`src/timed_address_admission_table_macros.svh`:
```
// Assertion macros for the timed address admission table.
// Used by the top level only; expects signals clk and rst in scope.
`ifndef TIMED_ADDRESS_ADMISSION_TABLE_MACROS_SVH
`define TIMED_ADDRESS_ADMISSION_TABLE_MACROS_SVH

// Check a property on every rising edge outside reset.
`define TAAT_ASSERT(label, prop, msg) \
  label: assert property (@(posedge clk) disable iff (rst) prop) else $error(msg);

// Check a property on every rising edge, reset included.
`define TAAT_ASSERT_ALWAYS(label, prop, msg) \
  label: assert property (@(posedge clk) prop) else $error(msg);

`endif

```
`src/taat_pkg.sv`:
```
// Shared types and constants for the timed address admission table.
// No dependencies; used by taat_entry_ram, taat_ctrl and the top level.
package taat_pkg;

  localparam int ENTRIES_DEFAULT = 64;
  localparam logic [31:0] HOLD_MS_RESET = 32'd30000;

  // Operation codes
  localparam logic FUNC_ADD = 1'b0;
  localparam logic FUNC_DEL = 1'b1;

  // Result codes
  localparam logic [1:0] ST_ADDED   = 2'd0;
  localparam logic [1:0] ST_DUP     = 2'd1;
  localparam logic [1:0] ST_FULL    = 2'd2;
  localparam logic [1:0] ST_DELETED = 2'd3;

  // One table slot as stored in memory
  typedef struct packed {
    logic        valid;
    logic [31:0] key;
    logic [31:0] expiry;
  } entry_t;

endpackage

```
`src/taat_entry_ram.sv`:
```
// Slot memory: one write port and one registered read port.
// Depends on taat_pkg for the slot type.
module taat_entry_ram #(
  parameter int ENTRIES = taat_pkg::ENTRIES_DEFAULT,
  localparam int IDX_W = (ENTRIES > 1) ? $clog2(ENTRIES) : 1
) (
  input  logic                 clk,
  input  logic                 we,
  input  logic [IDX_W-1:0]     waddr,
  input  taat_pkg::entry_t     wdata,
  input  logic                 re,
  input  logic [IDX_W-1:0]     raddr,
  output taat_pkg::entry_t     rdata
);

  taat_pkg::entry_t mem [ENTRIES];

  // Write port
  always_ff @(posedge clk) begin
    if (we) begin
      mem[waddr] <= wdata;
    end
  end

  // Read port, registered
  always_ff @(posedge clk) begin
    if (re) begin
      rdata <= mem[raddr];
    end
  end

endmodule

```
`src/taat_ctrl.sv`:
```
// Scan sequencer: clears the table after reset, then walks every slot per word
// with read-modify-write, an add stopping at a live duplicate. Depends on taat_pkg.
module taat_ctrl #(
  parameter int ENTRIES = taat_pkg::ENTRIES_DEFAULT,
  localparam int IDX_W = (ENTRIES > 1) ? $clog2(ENTRIES) : 1,
  localparam int CNT_W = IDX_W + 1
) (
  input  logic              clk,
  input  logic              rst,
  input  logic              start,
  input  logic              func,
  input  logic [31:0]       addr_key,
  input  logic [31:0]       now_ms,
  input  logic [31:0]       hold,
  input  logic              out_free,
  output logic              busy,
  output logic              mem_re,
  output logic [IDX_W-1:0]  mem_raddr,
  input  taat_pkg::entry_t  mem_rdata,
  output logic              mem_we,
  output logic [IDX_W-1:0]  mem_waddr,
  output taat_pkg::entry_t  mem_wdata,
  output logic              res_load,
  output logic [1:0]        res_status
);

  localparam logic [1:0] S_CLEAR  = 2'd0;
  localparam logic [1:0] S_IDLE   = 2'd1;
  localparam logic [1:0] S_SCAN   = 2'd2;
  localparam logic [1:0] S_FINISH = 2'd3;

  localparam logic [IDX_W-1:0] LAST_IDX = IDX_W'(ENTRIES - 1);
  localparam logic [CNT_W-1:0] DEPTH    = CNT_W'(ENTRIES);

  logic [1:0]       state;
  logic [IDX_W-1:0] clr_idx;
  logic [CNT_W-1:0] rd_cnt;
  logic             rd_vld;
  logic [IDX_W-1:0] ev_idx;
  logic             cur_func;
  logic [31:0]      cur_key;
  logic [31:0]      cur_now;
  logic             slot_hit;
  logic [IDX_W-1:0] slot_idx;
  logic             dup_hit;

  logic issue;
  logic ev_active;
  logic ent_exp;
  logic ent_match;
  logic ent_free;
  logic dup_now;
  logic clear_now;
  logic last_now;

  // Slot evaluation on the word returned by the memory
  assign issue     = (state == S_SCAN) && (rd_cnt < DEPTH);
  assign ev_active = (state == S_SCAN) && rd_vld;
  assign ent_exp   = mem_rdata.valid && (cur_now > mem_rdata.expiry);
  assign ent_match = mem_rdata.valid && (mem_rdata.key == cur_key);
  assign ent_free  = !mem_rdata.valid || ent_exp;
  assign dup_now   = ev_active && (cur_func == taat_pkg::FUNC_ADD) && !ent_exp && ent_match;
  assign clear_now = ev_active &&
                     ((cur_func == taat_pkg::FUNC_DEL) ? ent_match : ent_exp);
  assign last_now  = ev_active && (ev_idx == LAST_IDX);

  assign busy      = (state != S_IDLE);
  assign mem_re    = issue;
  assign mem_raddr = rd_cnt[IDX_W-1:0];
  assign res_load  = (state == S_FINISH) && out_free;

  // Result code for the word in flight
  always_comb begin
    if (cur_func == taat_pkg::FUNC_DEL) begin
      res_status = taat_pkg::ST_DELETED;
    end else if (dup_hit) begin
      res_status = taat_pkg::ST_DUP;
    end else if (slot_hit) begin
      res_status = taat_pkg::ST_ADDED;
    end else begin
      res_status = taat_pkg::ST_FULL;
    end
  end

  // Memory write source per state
  always_comb begin
    mem_we    = 1'b0;
    mem_waddr = ev_idx;
    mem_wdata = '{valid: 1'b0, key: mem_rdata.key, expiry: mem_rdata.expiry};
    unique case (state)
      S_CLEAR: begin
        mem_we    = 1'b1;
        mem_waddr = clr_idx;
        mem_wdata = '0;
      end
      S_SCAN: begin
        mem_we = clear_now;
      end
      S_FINISH: begin
        mem_we    = res_load && (cur_func == taat_pkg::FUNC_ADD) && !dup_hit && slot_hit;
        mem_waddr = slot_idx;
        mem_wdata = '{valid: 1'b1, key: cur_key, expiry: cur_now + hold};
      end
      default: begin
        mem_we = 1'b0;
      end
    endcase
  end

  // Sequencer
  always_ff @(posedge clk) begin
    if (rst) begin
      state   <= S_CLEAR;
      clr_idx <= '0;
      rd_vld  <= 1'b0;
    end else begin
      rd_vld <= issue && !dup_now;
      ev_idx <= mem_raddr;
      unique case (state)
        S_CLEAR: begin
          clr_idx <= clr_idx + 1'b1;
          if (clr_idx == LAST_IDX) begin
            state <= S_IDLE;
          end
        end
        S_IDLE: begin
          if (start) begin
            cur_func <= func;
            cur_key  <= addr_key;
            cur_now  <= now_ms;
            rd_cnt   <= '0;
            slot_hit <= 1'b0;
            dup_hit  <= 1'b0;
            state    <= S_SCAN;
          end
        end
        S_SCAN: begin
          if (issue) begin
            rd_cnt <= rd_cnt + 1'b1;
          end
          // take the lowest empty or expired slot
          if (ev_active && (cur_func == taat_pkg::FUNC_ADD) && !slot_hit && ent_free) begin
            slot_hit <= 1'b1;
            slot_idx <= ev_idx;
          end
          if (dup_now) begin
            dup_hit <= 1'b1;
            state   <= S_FINISH;
          end else if (last_now) begin
            state <= S_FINISH;
          end
        end
        S_FINISH: begin
          if (out_free) begin
            state <= S_IDLE;
          end
        end
        default: begin
          state <= S_IDLE;
        end
      endcase
    end
  end

endmodule

```
`src/timed_address_admission_table.sv`:
```
// Timed address admission table. Each input word (add or delete of a 32-bit
// key) is handled by a scan of every slot in the slot memory, one slot read
// per cycle through the single read port of the slot memory, with the freed
// slots written back behind the read; an add that meets a live duplicate ends
// its scan there. One word is in work at a time; a finished status waits in
// an output register. After reset the block runs a clearing pass over every
// slot before it takes a word; hold_ms writes are taken at any time (ready
// is always high).
// Depends on taat_pkg, taat_ctrl, taat_entry_ram and the macros header.
`include "timed_address_admission_table_macros.svh"

module timed_address_admission_table #(
  parameter int ENTRIES = taat_pkg::ENTRIES_DEFAULT,
  localparam int IDX_W = (ENTRIES > 1) ? $clog2(ENTRIES) : 1
) (
  input  logic        clk,
  input  logic        rst,
  input  logic        in_valid,
  output logic        in_stall,
  input  logic        func,
  input  logic [31:0] addr_key,
  input  logic [31:0] now_ms,
  output logic        out_valid,
  input  logic        out_stall,
  output logic [1:0]  status,
  input  logic        cfg_valid,
  output logic        cfg_ready,
  input  logic [31:0] hold_ms
);

  logic             hold;
  logic [31:0]      hold_val;
  logic             out_free;
  logic             start;
  logic             mem_re;
  logic [IDX_W-1:0] mem_raddr;
  logic             mem_we;
  logic [IDX_W-1:0] mem_waddr;
  taat_pkg::entry_t mem_wdata;
  taat_pkg::entry_t mem_rdata;
  logic             res_load;
  logic [1:0]       res_status;

  assign cfg_ready = 1'b1;
  assign hold      = cfg_valid && cfg_ready;
  assign start     = in_valid && !in_stall;
  assign out_free  = !out_valid || !out_stall;

  // Hold time register
  always_ff @(posedge clk) begin
    if (rst) begin
      hold_val <= taat_pkg::HOLD_MS_RESET;
    end else if (hold) begin
      hold_val <= hold_ms;
    end
  end

  // Output word register
  always_ff @(posedge clk) begin
    if (rst) begin
      out_valid <= 1'b0;
    end else if (res_load) begin
      out_valid <= 1'b1;
    end else if (!out_stall) begin
      out_valid <= 1'b0;
    end
  end

  always_ff @(posedge clk) begin
    if (res_load) begin
      status <= res_status;
    end
  end

  taat_ctrl #(
    .ENTRIES(ENTRIES)
  ) u_ctrl (
    .clk        (clk),
    .rst        (rst),
    .start      (start),
    .func       (func),
    .addr_key   (addr_key),
    .now_ms     (now_ms),
    .hold       (hold_val),
    .out_free   (out_free),
    .busy       (in_stall),
    .mem_re     (mem_re),
    .mem_raddr  (mem_raddr),
    .mem_rdata  (mem_rdata),
    .mem_we     (mem_we),
    .mem_waddr  (mem_waddr),
    .mem_wdata  (mem_wdata),
    .res_load   (res_load),
    .res_status (res_status)
  );

  taat_entry_ram #(
    .ENTRIES(ENTRIES)
  ) u_ram (
    .clk   (clk),
    .we    (mem_we),
    .waddr (mem_waddr),
    .wdata (mem_wdata),
    .re    (mem_re),
    .raddr (mem_raddr),
    .rdata (mem_rdata)
  );

  // A write-back never lands on the slot being read in the same cycle
  `TAAT_ASSERT(a_no_rw_collision, mem_we && mem_re |-> mem_waddr != mem_raddr, "write-back hits slot under read")
  // An accepted word blocks the input until its status is loaded
  `TAAT_ASSERT(a_busy_after_accept, start |=> in_stall, "input open during a scan")
  // Reset always starts the clearing pass with the input closed
  `TAAT_ASSERT_ALWAYS(a_stall_after_reset, rst |=> in_stall, "input open right after reset")
  // A result is only loaded while no word is being accepted
  `TAAT_ASSERT(a_load_not_accept, res_load |-> !start, "result loaded while accepting a word")

endmodule

```
`config.mk`:
```
export PLATFORM = sky130hd
export DESIGN_NAME = timed_address_admission_table
export DESIGN_NICKNAME = d
export VERILOG_FILES = /design/src/taat_pkg.sv /design/src/taat_entry_ram.sv /design/src/taat_ctrl.sv /design/src/timed_address_admission_table.sv
export VERILOG_INCLUDE_DIRS = /design/src /design/src/src
export SDC_FILE = /design/constraint.sdc
export NUM_CORES = 2
export LEC_CHECK = 0
export BUFFER_PORTS_ARGS = -buffer_cell sky130_fd_sc_hd__buf_2
export CORE_MARGIN = 2
export CORE_UTILIZATION = 45
export DETAILED_ROUTE_END_ITERATION = 8
export PLACE_DENSITY = 0.61
export SETUP_SLACK_MARGIN = 0.1
export SLEW_MARGIN = 10
export SYNTH_ARGS = -nofsm -noshare
export SYNTH_HDL_FRONTEND = slang
export SYNTH_MEMORY_MAX_BITS = 65536
export SYNTH_SLANG_ARGS = --single-unit
```
`constraint.sdc`:
```
create_clock -name clk -period 12.75 [get_ports clk]
set_input_delay 1.275 -clock clk [delete_from_list [all_inputs] [get_ports clk]]
set_output_delay 1.275 -clock clk [all_outputs]
set_load 0.05 [all_outputs]
```
* After elaboration in Yosys (flattened, before gate mapping)
Memory sizes are Yosys's and may differ from the RTL's. A register that Yosys moved wholly into a read port is not among the register bits. Cells that the tools add are included.
Storage, ports and cells: memories kept 1, output and inout bits 5, flip-flop bits (word level) 130, bits of input ports 102, memory bits (writable) 4160
Memories:
- u_ram.mem | words 64, width 65, rd ports 1, clocked after Yosys merged registers in 1, write ports 1, RTL line taat_entry_ram.sv:16 | taat_pkg::entry_t mem [ENTRIES];
Operators by class: magnitude comparators 2, reductions and logical operators 36, mux-type cells 24, $add $sub $neg 3, bitwise logic cells 2, equal/unequal tests 15
Operators with widths (count):
- $pmux W65 S2 | 1
- $add A32 B32 Y32 | 1
- $eq A32 B32 Y1 | 1
- $gt A32 B32 Y1 | 1
- $logic_and A1 B1 Y1 | 17
- $reduce_and A4 Y1 | 4
- $mux W2 | 7
- $mux W7 | 2
- $pmux W7 S2 | 1
- $eq A6 B6 Y1 const B | 2
- $ne A2 B1 Y1 const B | 6
- $pmux W6 S2 | 1
- $logic_not A1 Y1 | 8
- $mux W1 | 8
- $pmux W2 S4 | 1
- $add A7 B1 Y7 const B | 1
- $lt A7 B7 Y1 const B | 1
- $add A6 B1 Y6 const B | 1
- $reduce_and A3 Y1 | 2
- $eq A2 B2 Y1 const B | 2
- $ne A2 B2 Y1 const B | 2
- $pmux W1 S2 | 2
- $ne A3 B1 Y1 const B | 1
- $pmux W1 S3 | 1
- other kinds (6) | 8

* Longest topological paths before layout
word-level depth 9, depth in mapped cells 11, depth with buffers taken out 9

* Modules after synthesis
From an unflattened synthesis, not the netlist that was laid out.
Second synthesis, totals: cell total of the unflattened synthesis 7408, area, all modules 167125.3 um^2
Modules (own cells, without submodules):
- taat_entry_ram | area an instance 158981.2 um^2, instances 1, cells each 6606
- taat_ctrl | area an instance 6856.6 um^2, instances 1, cells each 689
- timed_address_admission_table | area an instance 1287.5 um^2, instances 1, cells each 113

* Worst setup path after synthesis
OpenSTA, ideal clock, no wires.
path type reg2reg, start point register u_ctrl.state[0], end point memory u_ram.mem[44][0] in the netlist's numbering, enable pin, required time 12.078 ns, cell stages (with the launch flop) 7, path slack 2.806 ns, data arrival time 9.272 ns, buffers on the path 1, cell sequence dfxtp_1 -> ha_1 -> clkbuf_1 -> a22oi_1 -> o21a_1 -> nor3_1 -> nor4b_1
On the way: cells in the longest elaborated chain, start to end 8, elaborated cells on any way between the ends 13, classes of those cells eq/ne: 2; mux: 4; reduce/logical: 7
RTL lines:
- start, declared | RTL line taat_ctrl.sv:35 | logic [1:0] state;
- start signal, assigned | RTL line taat_ctrl.sv:113 | state <= S_CLEAR;
- start signal, assigned | RTL line taat_ctrl.sv:123 | state <= S_IDLE;
- start signal, assigned | RTL line taat_ctrl.sv:134 | state <= S_SCAN;
- $eq A2 B2 Y1 | RTL line taat_ctrl.sv:70, taat_ctrl.sv:90
- $logic_and A1 B1 Y1 | RTL line taat_ctrl.sv:70 | assign res_load = (state == S_FINISH) && out_free;
- $logic_and A1 B1 Y1 (3 in a row) | RTL line taat_ctrl.sv:100 | mem_we = res_load && (cur_func == taat_pkg::FUNC_ADD) && !dup_hit && slot_hit;
- $pmux W1 S3 | RTL line taat_ctrl.sv:90 | unique case (state)
- $mux W1 | RTL line taat_entry_ram.sv:20 | if (we) begin
- $mux W1 (not written as such) | RTL line taat_entry_ram.sv:21 | mem[waddr] <= wdata;
- end, declared | RTL line taat_entry_ram.sv:16
Parallel ways exist; a longest one is shown, timed or not.

* Worst setup path after layout
start point register u_ctrl.state[1], end point memory u_ram.mem[8][53] in the netlist's numbering, enable pin
Same word-level chain as after synthesis.

==> flow_summary_export.csv <==
group,metric,value,unit
clock_network,cts.sinks,4355,
setup_path,rrSetupSlack,7.02,ns
setup_path,critPathArrivalTime,6.32,ns
detailed_routing,wl_per_cell,36.26,um
detailed_routing,avgViaCountPerCell,6.283,
detailed_routing,vias,79570,
finish,regArea,130400,um^2
setup_path,required,13.34,ns
placed_design,gp_congestion,0.8139,
global_route,grt-ovfl-total,0,
clock_network,post_cts_buffers,0,
min_path,hp-class,"input port to flip-flop",
clock_network,h-tree-depth,5,
pwr,leakagePower,0.05994,uW
sta,final-max-slew-violation-count,0,
flow_run,maxCapViolCount,0,
global_route,grt_pass1_vias,79580,
synth,synthFlopType,"edfxtp_1",
min_path,min_path_cells,1,
synth,synthesis.nets,7033,
clock_network,cts_tree,"yes",
synth,ys_warn_count,0,
sta,setup_violations,0,
sta,relSlewSlack,0.1679,
finish,num-fill-cells,28670,
detailed_routing,wl,459.2,mm
synth,synth_edf_count,4313,
sta,min_period_over_period,0.4492,
detailed_routing,first_iter_violations,11230,
finish,final_net_count,7486,
finish,fin_area,189900,um^2
finish,area_growth,13.23,%
synth,synthTopCellsByArea,"edfxtp_1 (77%), mux4_2 (18%), ha_1 (0.52%)",
setup_path,cp_max_fo,50,
synth,synth_most_common_cell,"edfxtp_1",
detailed_routing,drcViolationCount,0,
floorplan,coreArea,371600,um^2
global_route,grt_usage,0.2409,
synth,synth-seq-cells,4355,
clock_network,clk_pin_slew,0.06,ns
placed_design,dpl_cell_area,175900,um^2
sta,final.min_clock_period,5.727,ns
finish,drive_gt1_frac,0.3180,
pwr,powerDensity,160.9,nW/um^2
global_route,grt_pass1_wl,639.4,mm
synth,ys_types,58,
pwr,ir_drop,0.1801,mV
clock_network,hold_buffers,0,
sta,hold_viol_final,0,
synth,yosysSeqAreaShare,0.7771,
sta,holdWs,0.4601,ns
sta,maxClockFrequency,0.1746,GHz
sta,clock_skew,0.05944,ns
detailed_routing,drt_first_pass_iters,5,
synth,synth_area,167700,um^2
setup_path,rr_worst_depth,8,
sta,rsz0062_at_grt,"false",
finish,multi_input_area,36460,um^2
status,outcome,"finished clean",
sta,tightest_slew,1.248,ns
clock_network,clk_latency,1.00,ns
synth,syn_inst,6860,
setup_path,crit_type,"flip-flop to flip-flop",
setup_path,start_kind,"flip-flop",
clock_network,max-clock-path-buffers,4,
floorplan,ioPinCount,107,
floorplan,die_y,614.5,um
clock_network,cts_made_buffers,440,
sta,setup_tns,0,ns
placed_design,hpwl,248.4,mm
setup_path,end_kind,"flip-flop",
detailed_routing,ant_nets,0,
floorplan,fp.dieArea,377700,um^2
synth,async_reset_ff_frac,0,
floorplan,num_rows,224,
synth,synth_top_area_frac,0.7721,
floorplan,initial_utilization,0.4514,
clock_network,cts_root_buf,"clkbuf_16",
global_route,antenna_found_initial,37,
global_route,grt_max_degree,148,
synth,netlist_top_cells_count,"edfxtp_1 (4313), mux4_2 (1365), clkbuf_1 (209)",
synth,yosysTopAreaCell,"edfxtp_1",
synth,postSynthAreaPerCell,24.45,um^2
placed_design,io_buffers,105,
pwr,p_total,30550,uW
floorplan,die_w,614.5,um
finish,final_core_util,0.5111,
clock_network,cts_resized,0,
cell type report:
| cell class | count | share of cell area |
|---|---|---|
| flip-flops and latches | 4355 | 0.6863 |
| multi-input cells | 2093 | 0.1920 |
| clock buffers | 568 | 0.06238 |
| well taps | 4972 | 0.03275 |
| repair buffers | 368 | 0.01422 |
| clock inverters | 244 | 0.01117 |
| inverters | 55 | 0.001087 |
| diodes | 10 | 0.0001317 |
where the power goes:
part	internal (uW)	switching, uW	leakage (uW)
logic	503	1160	0.0127
registers	16200	95.3	0.0404
clock network	7190	5390	0.00682
total	23900	6640	0.0599
metal layers:
| layer | wire length (um) | GRT usage |
|---|---|---|
| met5 | 35 | 0 |
| met4 | 14450 | 0.07255 |
| met3 | 37390 | 0.03674 |
| met2 | 222700 | 0.3868 |
| met1 | 184600 | 0.3443 |
state kept, by name, indices dropped and copies added, names as in the netlist, 2 cells and up:
signal	flops
u_ram.mem	4160
u_ram.rdata	65
hold_val	32
u_ctrl.cur_key	32
u_ctrl.cur_now	32
u_ctrl.rd_cnt	7
u_ctrl.clr_idx	6
u_ctrl.ev_idx	6
u_ctrl.slot_idx	6
status	2
u_ctrl.state	2
cell families after synthesis:
kind of cell | Yosys count | synth area share
flops | 4355 | 0.7771
mux | 1401 | 0.1854
buf+inv | 412 | 0.01002
simple gates | 332 | 0.009801
compound gates | 223 | 0.008891
fa+ha+maj | 71 | 0.005341
xor+xnor | 65 | 0.003394
other cells | 1 | 0.00002236
stage by stage:
stage          worst slack [ns]  std cells
2_1_floorplan             2.806       6860
3_3_place_gp              7.063      11840
3_5_place_dp              7.092      11840
4_1_cts                   7.185      12660
5_1_grt                   6.848      12660
6_report                  7.023      12670
worst paths after layout:
check | from | to
setup / recovery | u_ctrl.state[1]$_SDFFE_PP0P_ | u_ram.mem[8][53]$_DFFE_PP_
hold / removal | addr_key[28] | u_ctrl.cur_key[28]$_DFFE_PP_
setup reg to reg | u_ctrl.state[1]$_SDFFE_PP0P_ | u_ram.mem[8][53]$_DFFE_PP_
hold reg to reg | hold_val[13]$_SDFFE_PP1P_ | hold_val[13]$_SDFFE_PP1P_
critical path, cell delays in order (launching register included):
cell and delay (ns):
dfxtp_1 0.41, inv_1 0.16, ha_4 0.88, o21ai_0 0.41
nor3_1 1.06, nand2_1 0.22, nor2_4 0.81, buf_4 0.72
buf_4 0.61
placed cells by master, fill, tap and decap left out, types with 9 or more instances in the layout:
cell,count
edfxtp_1,4313
mux4_2,1365
clkbuf_16,453
buf_4,247
clkbuf_1,107
buf_2,105
clkinv_1,104
nand2_1,93
clkinv_2,71
ha_1,68
nor2_1,57
inv_1,55
xor2_1,48
nor4_2,48
a21oi_1,46
dfxtp_1,42
mux2i_1,35
bufinv_16,32
o21ai_0,31
a22o_1,31
nand3_1,20
o21ai_4,18
xnor2_1,17
nor4_1,17
nor3_1,16
buf_12,16
nand4_1,14
nor2_4,14
a21o_1,13
clkinvlp_4,11
diode_2,10
o211ai_1,10
and2_1,9
inv_6,9
(Power assumes the default switching activity.)
